File: src/rtl/smac_pkg.sv
// ----------------------------------------------------------------------------
// smac_pkg
// Shared types, constants and helpers of the soil moisture averager.
// ----------------------------------------------------------------------------
package smac_pkg;

  localparam int RAW_W = 12;
  localparam int PCT_W = 15;
  localparam int LVL_W = 2;

  localparam int DIV_NUM_W = 27;
  localparam int DIV_QUO_W = 15;
  localparam int DIV_DEN_W = 12;

  localparam logic [RAW_W-1:0] LOW_LIMIT   = 12'd50;
  localparam logic [RAW_W-1:0] HIGH_LIMIT  = 12'd4000;
  localparam logic [RAW_W-1:0] DEFAULT_DRY = 12'd3000;
  localparam logic [RAW_W-1:0] DEFAULT_WET = 12'd1200;
  localparam logic [PCT_W-1:0] FULL_SCALE  = 15'd25600;
  localparam logic [PCT_W-1:0] DRY_BELOW   = 15'd7680;
  localparam logic [PCT_W-1:0] WET_ABOVE   = 15'd17920;

  localparam logic REG_DRY = 1'b0;
  localparam logic REG_WET = 1'b1;

  localparam logic [LVL_W-1:0] LVL_NONE    = 2'd0;
  localparam logic [LVL_W-1:0] LVL_DRY     = 2'd1;
  localparam logic [LVL_W-1:0] LVL_OPTIMAL = 2'd2;
  localparam logic [LVL_W-1:0] LVL_WET     = 2'd3;

  typedef struct packed {
    logic [RAW_W-1:0] reading;
    logic             in_range;
  } smac_cmd_t;

  function automatic logic [LVL_W-1:0] classify(input logic [PCT_W-1:0] pct);
    logic [LVL_W-1:0] lvl;
    if (pct < DRY_BELOW) begin
      lvl = LVL_DRY;
    end else if (pct > WET_ABOVE) begin
      lvl = LVL_WET;
    end else begin
      lvl = LVL_OPTIMAL;
    end
    return lvl;
  endfunction

endpackage

File: src/rtl/smac_front.sv
// ----------------------------------------------------------------------------
// smac_front
// Input stage: takes one reading per transaction and tags it with its range
// check before handing it to the command queue.
// ----------------------------------------------------------------------------
module smac_front import smac_pkg::*; (
  input  logic              clk,
  input  logic              rst,
  input  logic              s_tvalid,
  output logic              s_tready,
  input  logic [15:0]       s_tdata,   // [11:0] reading
  output logic              cmd_valid,
  input  logic              cmd_ready,
  output smac_cmd_t         cmd
);

  logic             fvalid;
  smac_cmd_t        fcmd;
  logic [RAW_W-1:0] rd;

  assign rd        = s_tdata[RAW_W-1:0];
  assign s_tready  = !fvalid || cmd_ready;
  assign cmd_valid = fvalid;
  assign cmd       = fcmd;

  always_ff @(posedge clk) begin
    if (rst) begin
      fvalid <= 1'b0;
    end else if (s_tready) begin
      fvalid <= s_tvalid;
    end
  end

  always_ff @(posedge clk) begin
    if (s_tvalid && s_tready) begin
      fcmd.reading  <= rd;
      fcmd.in_range <= (rd > LOW_LIMIT) && (rd < HIGH_LIMIT);
    end
  end

endmodule

File: src/rtl/smac_queue.sv
// ----------------------------------------------------------------------------
// smac_queue
// Two-entry command queue between the front and back parts.
// ----------------------------------------------------------------------------
module smac_queue import smac_pkg::*; (
  input  logic      clk,
  input  logic      rst,
  input  logic      in_valid,
  output logic      in_ready,
  input  smac_cmd_t in_cmd,
  output logic      out_valid,
  input  logic      out_ready,
  output smac_cmd_t out_cmd
);

  smac_cmd_t   entry [2];
  logic        wptr;
  logic        rptr;
  logic [1:0]  count;
  logic        push;
  logic        pop;

  assign in_ready  = (count != 2'd2);
  assign out_valid = (count != 2'd0);
  assign out_cmd   = entry[rptr];
  assign push      = in_valid && in_ready;
  assign pop       = out_valid && out_ready;

  always_ff @(posedge clk) begin
    if (rst) begin
      wptr  <= 1'b0;
      rptr  <= 1'b0;
      count <= 2'd0;
    end else begin
      if (push) begin
        wptr <= !wptr;
      end
      if (pop) begin
        rptr <= !rptr;
      end
      count <= count + {1'b0, push} - {1'b0, pop};
    end
  end

  always_ff @(posedge clk) begin
    if (push) begin
      entry[wptr] <= in_cmd;
    end
  end

endmodule

File: src/rtl/smac_div.sv
// ----------------------------------------------------------------------------
// smac_div
// Shared restoring divider, one quotient bit per cycle. The quotient must fit
// in DIV_QUO_W bits, so the remainder starts from the numerator's top bits.
// ----------------------------------------------------------------------------
module smac_div import smac_pkg::*; (
  input  logic                 clk,
  input  logic                 rst,
  input  logic                 start,
  input  logic [DIV_NUM_W-1:0] num,
  input  logic [DIV_DEN_W-1:0] den,
  output logic                 done,
  output logic [DIV_QUO_W-1:0] quo
);

  logic                 busy;
  logic [4:0]           steps;
  logic [DIV_DEN_W-1:0] rem;
  logic [DIV_DEN_W-1:0] dsr;
  logic [DIV_QUO_W-1:0] nq;
  logic [DIV_DEN_W:0]   shifted;
  logic [DIV_DEN_W:0]   diff;
  logic                 ge;

  assign shifted = {rem, nq[DIV_QUO_W-1]};
  assign ge      = shifted >= {1'b0, dsr};
  assign diff    = shifted - {1'b0, dsr};
  assign quo     = nq;

  always_ff @(posedge clk) begin
    if (rst) begin
      busy  <= 1'b0;
      done  <= 1'b0;
      steps <= 5'd0;
    end else begin
      done <= busy && !start && (steps == 5'd1);
      if (start) begin
        busy  <= 1'b1;
        steps <= 5'(DIV_QUO_W);
      end else if (busy) begin
        steps <= steps - 5'd1;
        if (steps == 5'd1) begin
          busy <= 1'b0;
        end
      end
    end
  end

  always_ff @(posedge clk) begin
    if (start) begin
      rem <= num[DIV_NUM_W-1:DIV_QUO_W];
      nq  <= num[DIV_QUO_W-1:0];
      dsr <= den;
    end else if (busy) begin
      rem <= ge ? diff[DIV_DEN_W-1:0] : shifted[DIV_DEN_W-1:0];
      nq  <= {nq[DIV_QUO_W-2:0], ge};
    end
  end

endmodule

File: src/rtl/smac_back.sv
// ----------------------------------------------------------------------------
// smac_back
// Back part: keeps the sample ring and calibration, computes the mean and the
// percentage on the shared divider, and holds the result for the output.
// ----------------------------------------------------------------------------
module smac_back import smac_pkg::*; #(
  parameter int SAMPLE_DEPTH = 8
) (
  input  logic             clk,
  input  logic             rst,
  input  logic             cfg_we,
  input  logic             cfg_index,
  input  logic [RAW_W-1:0] cfg_data,
  input  logic             cmd_valid,
  output logic             cmd_ready,
  input  smac_cmd_t        cmd,
  output logic             m_tvalid,
  input  logic             m_tready,
  output logic [31:0]      m_tdata
);

  localparam int SLOT_W = (SAMPLE_DEPTH > 1) ? $clog2(SAMPLE_DEPTH) : 1;
  localparam int CNT_W  = $clog2(SAMPLE_DEPTH + 1);
  localparam int SUM_W  = RAW_W + $clog2(SAMPLE_DEPTH);

  typedef enum logic [8:0] {
    S_IDLE      = 9'b000000001,
    S_UPDATE    = 9'b000000010,
    S_AVG_START = 9'b000000100,
    S_AVG_WAIT  = 9'b000001000,
    S_SCALE     = 9'b000010000,
    S_MUL       = 9'b000100000,
    S_PCT_START = 9'b001000000,
    S_PCT_WAIT  = 9'b010000000,
    S_EMIT      = 9'b100000000
  } state_t;

  state_t state;

  logic [RAW_W-1:0]      dry_point;
  logic [RAW_W-1:0]      wet_point;
  logic [RAW_W-1:0]      ring [SAMPLE_DEPTH];
  logic [RAW_W-1:0]      ring_rdata;
  logic [SAMPLE_DEPTH-1:0] filled;
  logic [SLOT_W-1:0]     write_slot;
  logic [SUM_W-1:0]      ring_sum;
  logic [CNT_W-1:0]      filled_count;
  logic [RAW_W-1:0]      held_average;
  logic [PCT_W-1:0]      held_percent;
  logic                  last_valid;
  logic [RAW_W-1:0]      rd;
  logic [RAW_W-1:0]      old;
  logic [RAW_W-1:0]      span_num;
  logic [RAW_W-1:0]      span_den;
  logic [DIV_NUM_W-1:0]  prod;

  logic                  bad_cal;
  logic [RAW_W-1:0]      dry_eff;
  logic [RAW_W-1:0]      wet_eff;

  logic                  div_start;
  logic [DIV_NUM_W-1:0]  div_num;
  logic [DIV_DEN_W-1:0]  div_den;
  logic                  div_done;
  logic [DIV_QUO_W-1:0]  div_quo;

  logic                  out_free;

  assign cmd_ready = (state == S_IDLE);
  assign out_free  = !m_tvalid || m_tready;
  assign old       = filled[write_slot] ? ring_rdata : '0;

  assign bad_cal = dry_point <= wet_point;
  assign dry_eff = bad_cal ? DEFAULT_DRY : dry_point;
  assign wet_eff = bad_cal ? DEFAULT_WET : wet_point;

  assign div_start = (state == S_AVG_START) || (state == S_PCT_START);
  assign div_num   = (state == S_AVG_START) ?
                     {{(DIV_NUM_W-SUM_W){1'b0}}, ring_sum} : prod;
  assign div_den   = (state == S_AVG_START) ?
                     {{(DIV_DEN_W-CNT_W){1'b0}}, filled_count} : span_den;

  smac_div u_div (
    .clk   (clk),
    .rst   (rst),
    .start (div_start),
    .num   (div_num),
    .den   (div_den),
    .done  (div_done),
    .quo   (div_quo)
  );

  always_ff @(posedge clk) begin
    ring_rdata <= ring[write_slot];
    if (state == S_UPDATE) begin
      ring[write_slot] <= rd;
    end
  end

  always_ff @(posedge clk) begin
    if (rst) begin
      state        <= S_IDLE;
      dry_point    <= DEFAULT_DRY;
      wet_point    <= DEFAULT_WET;
      filled       <= '0;
      write_slot   <= '0;
      ring_sum     <= '0;
      filled_count <= '0;
      held_average <= '0;
      held_percent <= '0;
      last_valid   <= 1'b0;
      m_tvalid     <= 1'b0;
    end else begin
      if (state == S_EMIT && out_free) begin
        m_tvalid <= 1'b1;
      end else if (m_tready) begin
        m_tvalid <= 1'b0;
      end
      if (cfg_we) begin
        if (cfg_index == REG_DRY) begin
          dry_point <= cfg_data;
        end else begin
          wet_point <= cfg_data;
        end
      end
      unique case (state)
        S_IDLE: begin
          if (cmd_valid) begin
            last_valid <= cmd.in_range;
            state      <= cmd.in_range ? S_UPDATE : S_EMIT;
          end
        end
        S_UPDATE: begin
          filled[write_slot] <= 1'b1;
          if (!filled[write_slot]) begin
            filled_count <= filled_count + CNT_W'(1);
          end
          ring_sum <= ring_sum - SUM_W'(old) + SUM_W'(rd);
          if (write_slot == SLOT_W'(SAMPLE_DEPTH - 1)) begin
            write_slot <= '0;
          end else begin
            write_slot <= write_slot + SLOT_W'(1);
          end
          state <= S_AVG_START;
        end
        S_AVG_START: begin
          state <= S_AVG_WAIT;
        end
        S_AVG_WAIT: begin
          if (div_done) begin
            held_average <= div_quo[RAW_W-1:0];
            state        <= S_SCALE;
          end
        end
        S_SCALE: begin
          if (bad_cal && !cfg_we) begin
            dry_point <= DEFAULT_DRY;
            wet_point <= DEFAULT_WET;
          end
          span_num <= dry_eff - held_average;
          span_den <= dry_eff - wet_eff;
          if (held_average >= dry_eff) begin
            held_percent <= '0;
            state        <= S_EMIT;
          end else if (held_average <= wet_eff) begin
            held_percent <= FULL_SCALE;
            state        <= S_EMIT;
          end else begin
            state <= S_MUL;
          end
        end
        S_MUL: begin
          state <= S_PCT_START;
        end
        S_PCT_START: begin
          state <= S_PCT_WAIT;
        end
        S_PCT_WAIT: begin
          if (div_done) begin
            held_percent <= div_quo;
            state        <= S_EMIT;
          end
        end
        S_EMIT: begin
          if (out_free) begin
            state <= S_IDLE;
          end
        end
        default: begin
          state <= S_IDLE;
        end
      endcase
    end
  end

  always_ff @(posedge clk) begin
    if (state == S_IDLE && cmd_valid) begin
      rd <= cmd.reading;
    end
    if (state == S_MUL) begin
      prod <= DIV_NUM_W'(span_num) * DIV_NUM_W'(FULL_SCALE);
    end
    if (state == S_EMIT && out_free) begin
      m_tdata <= {2'b00,
                  last_valid ? classify(held_percent) : LVL_NONE,
                  held_percent,
                  held_average,
                  last_valid};
    end
  end

endmodule

File: src/rtl/soil_moisture_averager_classifier.sv
// Each accepted reading makes two passes through the shared divider, only one when
// its mean lies outside the calibration span, and a rejected reading makes none.
// The back part takes a new reading only once it has emitted the last result; the
// front stage and the two-entry queue hold readings that arrive in the meantime.
// Reset: synchronous; clears the ring fill flags, sum, count and held results and
// restores the calibration points to 3000 and 1200.
// ----------------------------------------------------------------------------
// soil_moisture_averager_classifier
// Moving average of soil readings with two-point calibration to a percentage
// and a dry/optimal/wet level.
// ----------------------------------------------------------------------------
module soil_moisture_averager_classifier import smac_pkg::*; #(
  parameter int SAMPLE_DEPTH = 8
) (
  input  logic             clk,
  input  logic             rst,
  input  logic             cfg_we,
  input  logic             cfg_index,
  input  logic [RAW_W-1:0] cfg_data,
  input  logic             s_tvalid,
  output logic             s_tready,
  input  logic [15:0]      s_tdata,   // [11:0] reading
  output logic             m_tvalid,
  input  logic             m_tready,
  output logic [31:0]      m_tdata    // [0] accepted, [12:1] average_raw,
                                      // [27:13] moisture_pct, [29:28] level
);

  logic      f_valid;
  logic      f_ready;
  smac_cmd_t f_cmd;
  logic      q_valid;
  logic      q_ready;
  smac_cmd_t q_cmd;

  smac_front u_front (
    .clk       (clk),
    .rst       (rst),
    .s_tvalid  (s_tvalid),
    .s_tready  (s_tready),
    .s_tdata   (s_tdata),
    .cmd_valid (f_valid),
    .cmd_ready (f_ready),
    .cmd       (f_cmd)
  );

  smac_queue u_queue (
    .clk       (clk),
    .rst       (rst),
    .in_valid  (f_valid),
    .in_ready  (f_ready),
    .in_cmd    (f_cmd),
    .out_valid (q_valid),
    .out_ready (q_ready),
    .out_cmd   (q_cmd)
  );

  smac_back #(
    .SAMPLE_DEPTH (SAMPLE_DEPTH)
  ) u_back (
    .clk       (clk),
    .rst       (rst),
    .cfg_we    (cfg_we),
    .cfg_index (cfg_index),
    .cfg_data  (cfg_data),
    .cmd_valid (q_valid),
    .cmd_ready (q_ready),
    .cmd       (q_cmd),
    .m_tvalid  (m_tvalid),
    .m_tready  (m_tready),
    .m_tdata   (m_tdata)
  );

endmodule

File: config.mk
export PLATFORM = sky130hd
export DESIGN_NAME = soil_moisture_averager_classifier
export DESIGN_NICKNAME = d
export VERILOG_FILES = /design/src/rtl/smac_pkg.sv /design/src/rtl/smac_front.sv /design/src/rtl/smac_queue.sv /design/src/rtl/smac_div.sv /design/src/rtl/smac_back.sv /design/src/rtl/soil_moisture_averager_classifier.sv
export SDC_FILE = /design/constraint.sdc
export NUM_CORES = 1
export LEC_CHECK = 0
export BUFFER_PORTS_ARGS = -buffer_cell sky130_fd_sc_hd__buf_2
export CAP_MARGIN = 20
export CELL_PAD_IN_SITES_DETAIL_PLACEMENT = 0
export CELL_PAD_IN_SITES_GLOBAL_PLACEMENT = 1
export CORE_MARGIN = 2
export CORE_UTILIZATION = 51
export CTS_CLUSTER_SIZE = 12
export DETAILED_ROUTE_END_ITERATION = 10
export PLACE_DENSITY = 0.81
export SLEW_MARGIN = 25
export SYNTH_ARGS = -nofsm -noshare
export SYNTH_HDL_FRONTEND = slang
export SYNTH_SLANG_ARGS = --single-unit
File: constraint.sdc
create_clock -name clk -period 5.7 [get_ports clk]
set_input_delay 1.14 -clock clk [delete_from_list [all_inputs] [get_ports clk]]
set_output_delay 1.14 -clock clk [all_outputs]
set_load 0.03 [all_outputs]
* Yosys cells after proc, flatten, opt, wreduce, memory -nomap -nowiden
Memory sizes are Yosys's and may differ from the RTL's. A register that Yosys moved wholly into a read port is not among the register bits. Cells that the tools add are included.
Cells by class: reductions and logical operators 30, order comparisons 10, mux-type cells 50, equality and inequality tests 17, bitwise operators 4, add/sub/neg operators 10, multipliers 1
Operators by type and width (number):
- $mux W12 | 14
- $pmux W9 S9 | 1
- $mux W15 | 5
- $mux W9 | 7
- $sub A12 B12 Y12 | 3
- $pmux W15 S2 | 1
- $mux W27 | 1
- $le A12 B12 Y1 | 2
- $mul A12 B5 Y17 const B | 1
- $add A15 B12 Y15 | 1
- $gt A15 B15 Y1 const B | 1
- $lt A15 B13 Y1 const B | 1
- $mux W1 | 15
- $sub A15 B12 Y15 | 1
- $ge A13 B12 Y1 | 1
- $ge A12 B12 Y1 | 1
- $gt A12 B6 Y1 const B | 1
- $lt A12 B12 Y1 const B | 1
- $mux W4 | 3
- $eq A9 B1 Y1 const B | 1
- $eq A9 B2 Y1 const B | 1
- $eq A9 B3 Y1 const B | 1
- $eq A9 B4 Y1 const B | 1
- $eq A9 B5 Y1 const B | 1
- 29 further kinds | 56
Word-level totals: input port bits 34, memories kept 2, memory bits (writable) 122, bits in registers 239
Memories:
- u_back.ring | depth 8, width 12, rd ports 1, clocked after Yosys merged registers in 1, wr ports 1, line smac_back.sv:42 | logic [RAW_W-1:0] ring [SAMPLE_DEPTH];
- u_queue.entry | depth 2, width 13, rd ports 1, clocked after Yosys merged registers in 1, wr ports 1, line smac_queue.sv:16 | smac_cmd_t entry [2];

* Logic depth before layout (Yosys ltp)
depth after elaboration 6, gate-level depth with buffers 19, mapped depth without buffers 18

* Cells and area by module
A second synthesis with hierarchy kept.
Second synthesis, totals: cells, all modules 1652, area, all modules 18860.6 sq um
Modules (own cells, without submodules):
- smac_back | area an instance 14575.2 sq um, times used 1, cells each 1330
- smac_div | area an instance 2608.8 sq um, times used 1, cells each 227
- smac_queue | area an instance 1198.6 sq um, times used 1, cells each 69
- smac_front | area an instance 478.0 sq um, times used 1, cells each 26

* Worst setup path after synthesis
Ideal clock, no wire load.
path type register to register, from reg u_back.wet_point[5], to reg u_back.held_percent[10], stages on the path, launching flop included 18, period minus slack after synthesis 4079 ps, data arrival time 3958 ps, path slack 1621 ps, cells stage by stage dfxtp_1 -> inv_1 -> ha_1 -> a21oi_1 -> o21ai_0 -> a221oi_1 -> a21oi_2 -> clkbuf_1 -> and2_1 -> ha_1 -> nor2b_1 -> o21ai_0 -> a21oi_1 -> a211oi_1 -> a21oi_1 -> o311a_1 -> a31oi_4 -> mux2_2
On the way: word-level cells in the longest chain between the ends 5, elaborated cells on any way between the ends 9, those cells by class 3 x order compare; 1 x eq/ne; 4 x mux; 1 x reduce/logical
RTL lines:
- from (decl) | line smac_back.sv:41 | logic [RAW_W-1:0] wet_point;
- from (signal assigned) | line smac_back.sv:123 | wet_point <= cfg_data;
- $le A12 B12 Y1 | line smac_back.sv:73 | assign bad_cal = dry_point <= wet_point;
- $mux W12, on equally long branches | line smac_back.sv:75, smac_back.sv:74
- $le A12 B12 Y1 / $ge A12 B12 Y1 (equally long branches) | line smac_back.sv:165, smac_back.sv:162
- $ne A3 B1 Y1 (no line) / $mux W15 (equally long branches)
- $reduce_and A3 Y1 (no line) / $pmux W15 S2 (equally long branches)
- to (signal assigned) | line smac_back.sv:180 | held_percent <= div_quo;
- to (decl) | line smac_back.sv:49 | logic [PCT_W-1:0] held_percent;
Several ways; a longest one is shown, not always the timed one. A chain may end at the register's enable or synchronous reset.

* Final worst setup path
from reg u_back.wet_point[5], to reg u_back.held_percent[3]
Same word-level chain as after synthesis.

==> impl_metrics.toml <==
[status]
status = "completed"

[clock_network]
cts_resized = 0
cts_hold_buf = 0
clk_pin_slew_ps = 60
cts_tree = "built"
post-cts-setup-buffer-count = 0
insertion_delay_ps = 560
clock_sinks = 374
htree_levels = 2
cts-root-buf = "clkbuf_16"
cts_made_buffers = 40
cts_buffer_depth = 3

[timing]
finalCriticalPeriod_ps = 4901
hold_violations = 0
fin_tns_setup_ps = 0
max_freq_mhz = 204.0
setup_viol = 0
slew_headroom = 0.3186
rsz0062_at_grt = "no"
hold_slack_ps = 449.5
fin_crit_sh = 0.8599
setup_ws_ps = 798.6
fin_skew_ps = 28.61
tightest_slew_ps = 1021
slew_viol_final = 0

[synth]
netlist_instances = 1606
yosysTopAreaCellShare = 0.4224
synth_mux_area_frac = 0.05500
synthSimpleGateAreaFrac = 0.1210
synth_top_family_by_area = "simple AND/OR/NAND/NOR gates"
dominantRegCellSynth = "edfxtp_1"
async_reset_ff_frac = 0
synth.yosys.seq_area_share = 0.5506
synth_xor_area_frac = 0.02924
synth_edf_count = 257
synth-seq-cells = 374
synthAdderAreaFrac = 0.1063
synth_area_um2 = 18270
yosysTopAreaCell = "edfxtp_1"
syn_avg_cell_area_um2 = 11.38
yosys_warnings = 0
synth.distinct_cells = 68
synth-compound-area-share = 0.09479
netlist_top_cells_area = "edfxtp_1 (42%), dfxtp_1 (13%), ha_1 (8.2%)"

[worst_hold_path]
hold_class = "flop to flop"

[job]
drv_cap = 0

[place]
pre_cts_slack_ps = 746.6
place_inst = 2096
dpl_cell_area_um2 = 19150
gp_congestion = 0.8061
io_buffers = 61
hpwl_um = 26960

[global_routing]
overflow = 0
grt_max_degree = 53
antenna_found_initial = 0
grt_pass1_vias = 11640
grt_pass1_wl_um = 61680
grt_use_total = 0.2059

[worst_setup_path]
end_kind = "flop"
cp_max_fo = 21
cp.required_ps = 6180
crit_type = "flop to flop"
startpoint_type = "flop"
crit_arrival_ps = 5380

[die]
start_util = 0.5161
coreArea_um2 = 35400
die_x_um = 193.3
io_pins = 68
die-area_um2 = 37350
rows = 69
die_y_um = 193.3

[layout]
syn2layout_area_growth_pct = 12.16
multi_input_area_um2 = 7490
n_antenna_cell = 0
fin_util = 0.5789
seqCellArea_um2 = 10060
finalInstanceArea_um2 = 20490
fillers = 2962
fin_nets = 1853
instances_no_fill = 2170
layout-drive-gt1-share = 0.1211

[detailed_routing]
m1WireLength_um = 18350
drt-initial-drc-count = 744
num_vias = 11830
drtPass1Iterations = 4
route.met2.wl_um = 16920
drc = 0
ant_nets = 0
wl_met3_um = 2380
via_per_inst = 5.450
wl_um = 38440
wire_per_inst_um = 17.72
highest_layer = "met4"

[power_and_ir_drop]
power_frac_seq = 0.458
p_leak_nw = 7.862
pwr-share-comb = 0.184
powerDensity_nw_per_um2 = 352.8
power_switching_mw = 1.981
p_int_mw = 5.248
peakVddDrop_mv = 0.3171
pwr-share-clk = 0.358
swShare = 0.2740
power.total_mw = 7.229
==> synth_stat cells, types with 3 or more instances <==
library cell    n
a221oi_1       10
a22oi_1         6
a211o_1         4
o21ai_0        42
nand3_1        30
a41o_1          3
mux2_2         35
fa_1           22
nand4_1        15
a21o_1         20
o31a_1          4
mux2i_1        43
nand2_1       186
a211oi_1       18
inv_1         148
nor2_1        106
a31oi_1         7
o211ai_1       11
nor4_1          5
nor4b_1         3
o221ai_1        3
dfxtp_1       117
o21bai_1        4
xnor2_1        47
and3_1          9
or2_2           3
and2_1         10
o21a_1         17
xor2_1         14
a22o_1          3
a21oi_1        81
o31ai_1         3
nand2b_1       12
mux4_2          8
o22ai_1         7
nor2b_1        46
buf_1           9
clkbuf_1       42
ha_1          120
or3_1           8
nor3_1         30
edfxtp_1      257
==> logic make-up after synthesis <==
| kind of cell | after synthesis |
|---|---|
| AND/OR/NAND/NOR | 475 |
| AO/OA/AOI/OAI | 263 |
| adder cells (fa/ha/maj) | 142 |
| XOR/XNOR | 61 |
| multiplexers | 86 |
| flip-flops | 374 |
| other | 1 |
| buffers and inverters | 204 |
==> cell type report <==
class	instances	area share
Sequential cell	374	0.4910
Tap cell	461	0.02815
Clock buffer	64	0.05593
Inverter	148	0.02711
Clock inverter	10	0.008976
Timing Repair Buffer	84	0.02333
Multi-Input combinational cell	1029	0.3655
==> per-layer routing <==
| layer | vias to the layer above | track usage |
|---|---|---|
| li1 | 5834 | - |
| met1 | 5644 | 0.3004 |
| met2 | 298 | 0.3171 |
| met3 | 50 | 0.03888 |
| met4 | 0 | 0.05485 |
| met5 | - | 0 |
==> worst paths after layout <==
path | startpoint | to | slack, ps | cells past startpoint
hold / removal | u_front.cmd[11]$_DFFE_PP_ | u_queue.entry[0][11]$_DFFE_PP_ | 450 | 0
setup / recovery | u_back.wet_point[5]$_SDFF_PP1_ | u_back.held_percent[3]$_SDFFE_PP0P_ | 800 | 17
setup reg to reg | u_back.wet_point[5]$_SDFF_PP1_ | u_back.held_percent[3]$_SDFFE_PP0P_ | 800 | 17
hold reg to reg | u_front.cmd[11]$_DFFE_PP_ | u_queue.entry[0][11]$_DFFE_PP_ | 450 | 0
==> power groups by stage <==
stage	logic, mW	clock network [mW]	registers [mW]
finish	1.33	2.59	3.31
global route	1.52	2.75	3.33
CTS	1.34	2.63	3.31
detailed placement	1.32	0	3.36
global placement	1.31	0	3.35
floorplan	1.05	0	3.29
==> critical path: stages, from the launching register on <==
cell and delay, ps:
dfxtp_1 410, inv_1 120, ha_1 320, a21oi_1 120
o21ai_0 110, a221oi_1 530, a21oi_2 340, and2_1 290
ha_1 330, nor2b_1 150, o21ai_0 220, a21oi_1 110
a211oi_1 430, a21oi_1 250, o311a_1 200, a31oi_4 450
buf_4 260, mux2i_1 210
==> flip-flops by register name (all words and copies together), names as in the netlist, 13 cells and up, named ones only <==
signal / flops
u_back.ring: 96
u_back.u_div.quo: 15
u_back.m_tdata: 30
u_queue.entry: 26
u_front.cmd: 13
u_back.held_percent: 15
u_back.ring_sum: 15
u_back.prod: 17
==> cells in the final DEF, fill, tap and decap left out, drive strengths merged, types with 15 or more instances in the layout <==
| cell type | n |
|---|---|
| nand3 | 30 |
| a21o | 20 |
| nor2b | 46 |
| nor3 | 30 |
| fa | 22 |
| mux2 | 35 |
| a211oi | 18 |
| edfxtp | 257 |
| ha | 120 |
| nand4 | 15 |
| nor2 | 106 |
| xnor2 | 47 |
| o21a | 17 |
| a21oi | 82 |
| mux2i | 43 |
| dfxtp | 117 |
| buf | 84 |
| o21ai | 43 |
| clkbuf | 64 |
| nand2 | 186 |
| inv | 150 |
(Power assumes the default switching activity.)
